==> config.mk <==
export PLATFORM = sky130hd
export DESIGN_NAME = aligned_pair_substitution_counter_core
export DESIGN_NICKNAME = d
export VERILOG_FILES = /design/src/sv/apsc_pkg.sv /design/src/sv/apsc_classify.sv /design/src/sv/apsc_accum.sv /design/src/sv/aligned_pair_substitution_counter_core.sv
export SDC_FILE = /design/constraint.sdc
export NUM_CORES = 1
export LEC_CHECK = 0
export BUFFER_PORTS_ARGS = -buffer_cell sky130_fd_sc_hd__buf_2
export CORE_ASPECT_RATIO = 1.25
export CORE_MARGIN = 2
export CORE_UTILIZATION = 23
export DETAILED_ROUTE_END_ITERATION = 6
export PLACE_DENSITY_LB_ADDON = 0.08
export SLEW_MARGIN = 20
export SYNTH_ARGS = -nofsm -noshare
export SYNTH_HDL_FRONTEND = slang
export SYNTH_HIERARCHICAL = 1
export SYNTH_SLANG_ARGS = --single-unit
==> constraint.sdc <==
create_clock -name clock -period 6.4 [get_ports clock]
set_clock_uncertainty 0.1 [all_clocks]
set_input_delay 0.32 -clock clock [delete_from_list [all_inputs] [get_ports clock]]
set_output_delay 0.32 -clock clock [all_outputs]
set_load 0.02 [all_outputs]
==> src/sv/apsc_pkg.sv <==
// ----------------------------------------------------------------------------
// apsc_pkg
// Shared types and constants for the aligned pair substitution counter.
// ----------------------------------------------------------------------------
package apsc_pkg;

   localparam int unsigned CNT_W   = 21;
   localparam int unsigned CHAR_W  = 8;
   localparam logic [CNT_W-1:0] CNT_MAX = {CNT_W{1'b1}};

   localparam logic [CHAR_W-1:0] CHAR_DASH = 8'h2D;  // '-'
   localparam logic [CHAR_W-1:0] CHAR_DOT  = 8'h2E;  // '.'
   localparam logic [CHAR_W-1:0] CHAR_A    = 8'h41;  // 'A'
   localparam logic [CHAR_W-1:0] CHAR_C    = 8'h43;  // 'C'
   localparam logic [CHAR_W-1:0] CHAR_G    = 8'h47;  // 'G'
   localparam logic [CHAR_W-1:0] CHAR_T    = 8'h54;  // 'T'

   typedef enum logic {
      MODE_DNA     = 1'b0,
      MODE_PROTEIN = 1'b1
   } seq_mode_type;

   typedef struct packed {
      logic [CHAR_W-1:0] char_a;
      logic [CHAR_W-1:0] char_b;
      logic              last;
   } req_payload_type;

   typedef struct packed {
      logic [CNT_W-1:0] mismatches_or_transitions;
      logic [CNT_W-1:0] transversions;
      logic [CNT_W-1:0] compared_length;
   } rsp_payload_type;

   // Per-column increment decisions.
   typedef struct packed {
      logic inc_first;
      logic inc_second;
      logic inc_length;
   } col_class_type;

endpackage

==> src/sv/apsc_classify.sv <==
// ----------------------------------------------------------------------------
// apsc_classify
// Decides which counters one alignment column increments.
// ----------------------------------------------------------------------------
module apsc_classify (
   input  apsc_pkg::seq_mode_type          mode,
   input  logic [apsc_pkg::CHAR_W-1:0]     char_a,
   input  logic [apsc_pkg::CHAR_W-1:0]     char_b,
   output apsc_pkg::col_class_type         col_class
);
   import apsc_pkg::*;

   logic dna_gap;
   logic prot_gap;
   logic a_is_base;
   logic is_trans;
   logic differ;

   always_comb begin
      differ    = (char_a != char_b);
      dna_gap   = (char_a == CHAR_DASH) || (char_b == CHAR_DASH);
      prot_gap  = dna_gap || (char_a == CHAR_DOT) || (char_b == CHAR_DOT);
      a_is_base = (char_a == CHAR_A) || (char_a == CHAR_C) ||
                  (char_a == CHAR_G) || (char_a == CHAR_T);
      is_trans  = ((char_a == CHAR_A) && (char_b == CHAR_G)) ||
                  ((char_a == CHAR_G) && (char_b == CHAR_A)) ||
                  ((char_a == CHAR_C) && (char_b == CHAR_T)) ||
                  ((char_a == CHAR_T) && (char_b == CHAR_C));
      unique case (mode)
         MODE_DNA: begin
            col_class.inc_length = !dna_gap;
            col_class.inc_first  = !dna_gap && differ && a_is_base && is_trans;
            col_class.inc_second = !dna_gap && differ && a_is_base && !is_trans;
         end
         MODE_PROTEIN: begin
            col_class.inc_length = !prot_gap;
            col_class.inc_first  = !prot_gap && differ;
            col_class.inc_second = 1'b0;
         end
         default: begin
            col_class = '0;
         end
      endcase
   end

endmodule

==> src/sv/apsc_accum.sv <==
// ----------------------------------------------------------------------------
// apsc_accum
// Saturating column counters and the result register.
// ----------------------------------------------------------------------------
module apsc_accum #(
   parameter logic [20:0] SAT_LIMIT = 21'd1048576
) (
   input  logic                      clock,
   input  logic                      reset,
   input  logic                      col_valid,
   input  logic                      col_last,
   input  apsc_pkg::col_class_type   col_class,
   output logic                      col_ready,
   output logic                      rsp_valid,
   input  logic                      rsp_ready,
   output apsc_pkg::rsp_payload_type rsp_data
);
   import apsc_pkg::*;

   logic [CNT_W-1:0] first_ff,  first_in;
   logic [CNT_W-1:0] second_ff, second_in;
   logic [CNT_W-1:0] len_ff,    len_in;
   logic [CNT_W-1:0] first_nxt, second_nxt, len_nxt;
   logic             rsp_valid_ff, rsp_valid_in;
   rsp_payload_type  rsp_data_ff,  rsp_data_in;
   logic             col_take;

   function automatic logic [CNT_W-1:0] sat_inc(input logic [CNT_W-1:0] v,
                                                input logic            en);
      logic [CNT_W-1:0] r;
      r = v;
      if (en && (v < SAT_LIMIT)) begin
         r = v + 1'b1;
      end
      return r;
   endfunction

   // A last column needs room in the result register; others always pass.
   assign col_ready = !col_last || !rsp_valid_ff || rsp_ready;
   assign col_take  = col_valid && col_ready;

   always_comb begin
      first_nxt  = sat_inc(first_ff,  col_class.inc_first);
      second_nxt = sat_inc(second_ff, col_class.inc_second);
      len_nxt    = sat_inc(len_ff,    col_class.inc_length);

      first_in     = first_ff;
      second_in    = second_ff;
      len_in       = len_ff;
      rsp_valid_in = rsp_valid_ff && !rsp_ready;
      rsp_data_in  = rsp_data_ff;

      if (col_take) begin
         if (col_last) begin
            first_in     = '0;
            second_in    = '0;
            len_in       = '0;
            rsp_valid_in = 1'b1;
            rsp_data_in.mismatches_or_transitions = first_nxt;
            rsp_data_in.transversions             = second_nxt;
            rsp_data_in.compared_length           = len_nxt;
         end else begin
            first_in  = first_nxt;
            second_in = second_nxt;
            len_in    = len_nxt;
         end
      end
   end

   always_ff @(posedge clock) begin
      if (reset) begin
         first_ff     <= '0;
         second_ff    <= '0;
         len_ff       <= '0;
         rsp_valid_ff <= 1'b0;
      end else begin
         first_ff     <= first_in;
         second_ff    <= second_in;
         len_ff       <= len_in;
         rsp_valid_ff <= rsp_valid_in;
      end
   end

   always_ff @(posedge clock) begin
      rsp_data_ff <= rsp_data_in;
   end

   assign rsp_valid = rsp_valid_ff;
   assign rsp_data  = rsp_data_ff;

   // Every mismatch column is also a compared column.
   a_first_le_len: assert property (@(posedge clock) disable iff (reset)
      (first_ff <= len_ff) && (second_ff <= len_ff))
      else $error("mismatch count exceeds compared length");

   a_len_saturates: assert property (@(posedge clock) disable iff (reset)
      len_ff <= SAT_LIMIT)
      else $error("length counter passed its saturation limit");

   a_last_emits: assert property (@(posedge clock) disable iff (reset)
      (col_take && col_last) |=> (rsp_valid_ff && (len_ff == '0)))
      else $error("last column did not produce a result and clear");

endmodule

==> src/sv/aligned_pair_substitution_counter_core.sv <==
// ----------------------------------------------------------------------------
// aligned_pair_substitution_counter_core
// Counts transitions/transversions (DNA) or mismatches (protein) over the
// columns of a pairwise alignment and emits the totals on the last column.
// ----------------------------------------------------------------------------
// Result path: an accepted last column passes through the input register, then
//    the counter update into the result register.
// Throughput: one column per cycle; the input register refills in the same
//    cycle it drains, and only a stalled result holds back a last column.
// Reset: synchronous, active high; clears counters, valid flags and sets the
//    mode register to DNA.
// ----------------------------------------------------------------------------
module aligned_pair_substitution_counter_core #(
   parameter longint unsigned MAX_COLUMNS = 1048576
) (
   input  logic                      clock,
   input  logic                      reset,
   input  logic                      req_valid,
   output logic                      req_ready,
   input  apsc_pkg::req_payload_type req_data,
   output logic                      rsp_valid,
   input  logic                      rsp_ready,
   output apsc_pkg::rsp_payload_type rsp_data,
   input  logic                      csr_valid,
   output logic                      csr_ready,
   input  logic                      csr_data
);
   import apsc_pkg::*;

   // Counters stop at the smaller of the column limit and the field maximum.
   localparam logic [CNT_W-1:0] SAT_LIMIT =
      (MAX_COLUMNS < longint'(CNT_MAX)) ? CNT_W'(MAX_COLUMNS) : CNT_MAX;

   seq_mode_type    mode_ff,  mode_in;
   logic            s1_valid_ff, s1_valid_in;
   req_payload_type s1_data_ff,  s1_data_in;
   col_class_type   col_class;
   logic            col_ready;
   logic            s1_advance;

   // The mode register takes a transaction in every cycle. Only bit 0 of the
   // write data exists, so the value is taken as is.
   assign csr_ready = 1'b1;

   always_comb begin
      mode_in = mode_ff;
      if (csr_valid) begin
         mode_in = seq_mode_type'(csr_data);
      end
   end

   // Input register: a column moves on to the counters when the accumulator
   // can take it, and a new transaction is accepted in that same cycle.
   assign s1_advance = s1_valid_ff && col_ready;
   assign req_ready  = !s1_valid_ff || col_ready;

   always_comb begin
      s1_valid_in = s1_valid_ff && !s1_advance;
      s1_data_in  = s1_data_ff;
      if (req_valid && req_ready) begin
         s1_valid_in = 1'b1;
         s1_data_in  = req_data;
      end
   end

   always_ff @(posedge clock) begin
      if (reset) begin
         mode_ff     <= MODE_DNA;
         s1_valid_ff <= 1'b0;
      end else begin
         mode_ff     <= mode_in;
         s1_valid_ff <= s1_valid_in;
      end
   end

   always_ff @(posedge clock) begin
      s1_data_ff <= s1_data_in;
   end

   // Column classification under the mode in force.
   apsc_classify u_classify (
      .mode      (mode_ff),
      .char_a    (s1_data_ff.char_a),
      .char_b    (s1_data_ff.char_b),
      .col_class (col_class)
   );

   // Saturating counters and the result register.
   apsc_accum #(
      .SAT_LIMIT (SAT_LIMIT)
   ) u_accum (
      .clock     (clock),
      .reset     (reset),
      .col_valid (s1_valid_ff),
      .col_last  (s1_data_ff.last),
      .col_class (col_class),
      .col_ready (col_ready),
      .rsp_valid (rsp_valid),
      .rsp_ready (rsp_ready),
      .rsp_data  (rsp_data)
   );

   // A held column must stay put while the accumulator cannot take it.
   a_s1_hold: assert property (@(posedge clock) disable iff (reset)
      (s1_valid_ff && !col_ready) |=> (s1_valid_ff && $stable(s1_data_ff)))
      else $error("input register lost a stalled column");

   // After reset nothing is in flight.
   a_reset_clear: assert property (@(posedge clock)
      reset |=> (!s1_valid_ff && !rsp_valid))
      else $error("valid flags not cleared by reset");

endmodule
# Word-level counts from Yosys, hierarchy flattened
# Cells that the tools add are included.
# op_classes
n_addsub,3
n_lt_le_gt_ge,3
n_eq_ne,13
n_mux,10
n_bitwise,1
reduce_logical,37
# ops
operator,n
21-bit two-way mux,6
8-bit by 7-bit == test with 1-bit output (second input constant),8
21-bit by 1-bit adder with 21-bit output (second input constant),3
21-bit less-than comparator (second input constant),3
8-bit by 6-bit == test with 1-bit output (second input constant),4
1-bit logical AND,16
1-bit logical OR,12
1-bit logical NOT,8
8-bit inequality test,1
3-bit one-hot mux with 2 select lines,1
1-bit two-way mux,3
2-bit AND reduction,1
1-bit inverter,1
# word_totals
reg_bits,146
out_inout_bits,66
wordCells,79

# Logic depth before layout (Yosys ltp)
# depth
ltp_word,11
ltp_mapped,12

# Cells and area by module
# Netlist, hierarchy kept.
# by_module_without_submodules
mod,instances,cells_each,area_per_inst_um2,seq_area_each_um2
apsc_accum,1,626,6170.9,3173.0
aligned_pair_substitution_counter_core,1,27,610.6,550.5
apsc_classify,1,47,344.1,0.0

# Worst setup path before layout
# Ideal clock, no wire load.
# synth_timing
path_type,reg-to-reg
startpoint,reg s1_data_ff[1] (netlist bit)
endpoint,"reg u_accum.rsp_data_ff, in the netlist u_accum/rsp_data[58], data pin"
t_arrival_ns,2.412
required_ns,6.041
path_slack_ns,3.628
stages_incl_launch_ff,12
period_less_slack_ns,2.772
cell_sequence,edfxtp_1 > and4bb_1 > a31oi_1 > o41ai_2 > a31oi_1 > a21oi_1 > and4b_1 > clkbuf_1 > and3_1 > buf_2 > nand3_1 > xnor2_1
# synth_lines
element,line,text
start: declaration,aligned_pair_substitution_counter_core.sv:36,"req_payload_type s1_data_ff, s1_data_in;"
start signal: assignment,aligned_pair_substitution_counter_core.sv:77,s1_data_ff <= s1_data_in;
end signal: assignment,apsc_accum.sv:85,rsp_data_ff <= rsp_data_in;
end: declaration,apsc_accum.sv:25,"rsp_payload_type rsp_data_ff, rsp_data_in;"

==> results summary <==
The placeable core area came out at 0.0307 mm^2. Yosys mapped a number of flops with a built-in enable equal to 80. The complex-gate fraction of the synthesized area came out at 0.143.

For this run, the total global-route usage over all layers was measured as 0.124. The detailed placement HPWL came out at 13,400 um. By area the synthesized netlist is led by sky130_fd_sc_hd__edfxtp_1 (34%), sky130_fd_sc_hd__dfxtp_1 (19%), sky130_fd_sc_hd__xnor2_1 (4.7%). The TritonCTS clock tree is done. The DRC violation count after routing is 0. The synthesized design spends more area on one cell type than any other, namely sky130_fd_sc_hd__edfxtp_1. The count of warnings emitted by yosys came out at 6.

The synthesized flop and latch total is around 150. The worst register-to-register path begins at s1_data_ff[5]. The number of nets in the synthesized netlist came out at 726. Of the post-synthesis cell area, the dominant cell type holds 0.337. The pin count of the biggest net entering global routing came out at between 40 and 50. IR analysis of the VDD net gives a maximum drop of 156 uV. The detailed router's first-iteration violation count came out at 313. By area, the combinational part of the netlist is dominated by simple AND/OR/NAND/NOR gates. The share of synthesized area spent on multiplexers came out at 0.00878. The total via count in the routed design came out at 5,581. After detailed routing, the total wire length is 19,600 um.

Clock latency on the worst-skew pair, taken at its later pin, is 430 ps. The post-synthesis share of cell area spent on xor and xnor gates is 0.0799. The tree is rooted in a sky130_fd_sc_hd__clkbuf_16. The number of max-slew violations in the final report came out at 0. The highest fanout seen on the critical path came out at 14.

Setup violations remaining at the end of the flow were counted as 0. The predominant post-synthesis flop cell is sky130_fd_sc_hd__edfxtp_1. The number of placed I/O pins is 89. The area taken by flip-flops and latches is 0.00372 mm^2. The register area share after synthesis is 0.523.

The via count of the first global-routing pass came out at 5,603. The fmax came out at 312 MHz. The H-tree depth is 4. The number of buffers inserted by post-CTS setup repair came out at 0.

The final critical delay including setup and external delays came out at 3210 ps. Max-cap violations in this run came to 0. The horizontal die dimension came out at roughly 160 um. The die is 201 um tall.

The required arrival time at the worst endpoint is 6470 ps. Port buffering added 87 buffers. The number of CTS-inserted buffers is 17. The most critical setup path has its startpoint at s1_data_ff[5]. The final setup TNS is 0 ps. The number of nets at the end of the flow is about 800. The critical path startpoint category is a flop. From synthesis to final layout, the design area changed by 21.4%. The number of sinks handled by clock tree synthesis came out at 146. The share of synthesized cell area in and, or, nand and nor gates is 0.199.

The worst setup path is of the flop to flop kind. The number of endpoints with negative hold slack in the final report came out at 0. The final antenna diode count is 0. The run finished with clean final reports. The post-route antenna net violation count is 0. The initial antenna violation count is 0. The power density relative to cell area is roughly 250 mW/mm^2. The adder-cell share of the synthesized area is 0.00527. The post-synthesis area per instance came out at about 10 um^2. The effective utilization at floorplan is 0.232. The filler cell count is 3,250. Clock-pin slew was measured on the worst setup and hold paths at 70 ps. The average wire per standard cell came out at 16.5 um. The transition time at the pin with the least slew margin is 1040 ps. In this run the cell area of the synthesized design comes to 0.00713 mm^2. The worst pin sits at a relative slew slack of 0.304. The full die area came out at between 0.03 and 0.04 mm^2. Summing all multi-input logic gate instances after layout gives ~0.0031 mm^2. Of the cells placed in the final design, the portion with a size suffix greater than 1 is 0.183. The utilization of the core after routing is 0.282.

The instance count of the mapped netlist came out at 700. The first global-routing pass estimated 31,400 um of wire. The routability-driven placement congestion ratio is 0.823.

The largest buffer count on any clock path is 2. The leftover overflow at the end of global routing came out at 0. The final critical-path share of the clock period is 0.501. The worst path arrival time came out at ~3300 ps. The share of synthesized flip-flops with an asynchronous set or reset came out at 0. The total number of placement rows came out at 72. The count of cell types in the netlist came out at 65. Setup repair after global routing left no endpoint under its margin. The path category of the worst min-delay check is input pin to flop. The first-pass detailed-route iteration total is 5. The worst hold path begins at csr_data. Dividing the detail-routed via count by the number of cells gives 4.69.

The endpoint kind of the worst setup timing path is a flop. Summed over all cells, the static leakage comes to 2.96 nW.
==> worst paths after layout <==
path | end | slack [ps] | cells past startpoint
max | u_accum/rsp_data[54] | 3190 | 9
min reg2reg | u_accum/first_ff[18] | 410 | 1
min | mode_ff | 30 | 3
max reg2reg | u_accum/rsp_data[54] | 3190 | 9
==> cell type report <==
| class | count | share of cell area |
|---|---|---|
| Clock buffer | 20 | 0.0505 |
| Clock inverter | 12 | 0.0185 |
| Inverter | 15 | 0.00651 |
| Multi-Input combinational cell | 481 | 0.361 |
| Sequential cell | 146 | 0.430 |
| Tap cell | 407 | 0.0588 |
| Timing Repair Buffer | 109 | 0.0743 |
==> cell families (layout without fill, tap and decap cells) <==
group,count (synthesis),after routing
other cells,1,1
xor+xnor,65,65
mux,6,6
fa+ha+maj,3,3
simple gates,249,249
compound gates,157,157
flops,146,146
buf+inv,73,156
==> per-layer routing <==
layer | vias to the layer above | wire length [um] | GRT usage
li1 | 2757 | - | -
met1 | 2703 | 9250 | 0.158
met2 | 106 | 9340 | 0.206
met3 | 15 | 786 | 0.0302
met4 | 0 | 246 | 0.0421
met5 | - | 0 | 0
==> state kept, by name (all words and copies together) (netlist names) <==
register	flops
u_accum/len_ff	21
u_accum/rsp_valid	1
u_accum/first_ff	21
mode_ff	1
u_accum/rsp_data	63
s1_data_ff	17
s1_valid_ff	1
u_accum/second_ff	21
==> cell usage after synthesis (4+ instances only) <==
library cell                n
sky130_fd_sc_hd__buf_2      7
sky130_fd_sc_hd__nor2_1    25
sky130_fd_sc_hd__clkbuf_1  44
sky130_fd_sc_hd__xnor2_1   38
sky130_fd_sc_hd__a31o_2     6
sky130_fd_sc_hd__a41oi_1    9
sky130_fd_sc_hd__dfxtp_1   66
sky130_fd_sc_hd__o21ai_0   30
sky130_fd_sc_hd__xor2_1    27
sky130_fd_sc_hd__and4b_1    4
sky130_fd_sc_hd__a32oi_1    5
sky130_fd_sc_hd__inv_1     15
sky130_fd_sc_hd__nand4_1   25
sky130_fd_sc_hd__nand3_1   26
sky130_fd_sc_hd__o22a_1     4
sky130_fd_sc_hd__edfxtp_1  80
sky130_fd_sc_hd__o211ai_1   6
sky130_fd_sc_hd__nor3b_1    4
sky130_fd_sc_hd__nor4_1    10
sky130_fd_sc_hd__a21oi_1   41
sky130_fd_sc_hd__nor2b_1    7
sky130_fd_sc_hd__and2_1     6
sky130_fd_sc_hd__and3_1    14
sky130_fd_sc_hd__and4_1     8
sky130_fd_sc_hd__nand3b_1   5
sky130_fd_sc_hd__or4_1      7
sky130_fd_sc_hd__or3_1     17
sky130_fd_sc_hd__nor3_1    12
sky130_fd_sc_hd__nand2_1   59
sky130_fd_sc_hd__a31oi_1   30
sky130_fd_sc_hd__mux2i_1    4
sky130_fd_sc_hd__buf_1      5
sky130_fd_sc_hd__a21o_1     4
sky130_fd_sc_hd__nand4b_1   4
==> report_power, final <==
| group | switching, mW | internal (mW) | leakage (nW) |
|---|---|---|---|
| Clock | 0.405 | 0.614 | 0.278 |
| Sequential | 0.0128 | 1.01 | 1.25 |
| Combinational | 0.0734 | 0.0363 | 1.43 |
| Total | 0.492 | 1.66 | 2.96 |
==> through the flow <==
stage                     instance area, um^2  std cells  power, mW  hold WS, ps  setup slack, ps
after floorplan                          7130        700       1.10          282             3630
after global placement                   7880       1141       1.14          392             3280
after detailed placement                 7890       1141       1.14          392             3200
after CTS                                8650       1190       2.19         8.68             3180
after global routing                     8650       1190       2.24         35.5             2870
final                                    8650       1190       2.15         33.7             3190
==> worst max-delay path: stages (launching register included) <==
cell                       delay, ps
sky130_fd_sc_hd__edfxtp_1        470
sky130_fd_sc_hd__nor4b_2         360
sky130_fd_sc_hd__nand4b_1        150
sky130_fd_sc_hd__o41ai_2          80
sky130_fd_sc_hd__a31oi_1         160
sky130_fd_sc_hd__a21oi_1         310
sky130_fd_sc_hd__and4b_1         460
sky130_fd_sc_hd__and3_1          560
sky130_fd_sc_hd__and3_1          250
sky130_fd_sc_hd__xor2_1           60
==> layout by cell type, fill, tap and decap left out, types with 8 or more instances in the layout <==
cell type                       instances
sky130_fd_sc_hd__a21oi_1               41
sky130_fd_sc_hd__a31oi_1               30
sky130_fd_sc_hd__a41oi_1                9
sky130_fd_sc_hd__and3_1                14
sky130_fd_sc_hd__and4_1                 8
sky130_fd_sc_hd__buf_2                 87
sky130_fd_sc_hd__clkbuf_16             17
sky130_fd_sc_hd__dfxtp_1               66
sky130_fd_sc_hd__dlygate4sd3_1         17
sky130_fd_sc_hd__edfxtp_1              80
sky130_fd_sc_hd__inv_1                 14
sky130_fd_sc_hd__nand2_1               58
sky130_fd_sc_hd__nand3_1               26
sky130_fd_sc_hd__nand4_1               25
sky130_fd_sc_hd__nor2_1                24
sky130_fd_sc_hd__nor3_1                12
sky130_fd_sc_hd__nor4_1                10
sky130_fd_sc_hd__o21ai_0               30
sky130_fd_sc_hd__or3_1                 17
sky130_fd_sc_hd__xnor2_1               38
sky130_fd_sc_hd__xor2_1                27
==> timing repair <==
item,4_1_cts,5_1_grt
gates resized for setup,0,0
hold endpoints to repair,17,0
hold buffers,17,0
No activity file was read; power rests on OpenSTA's default activity.
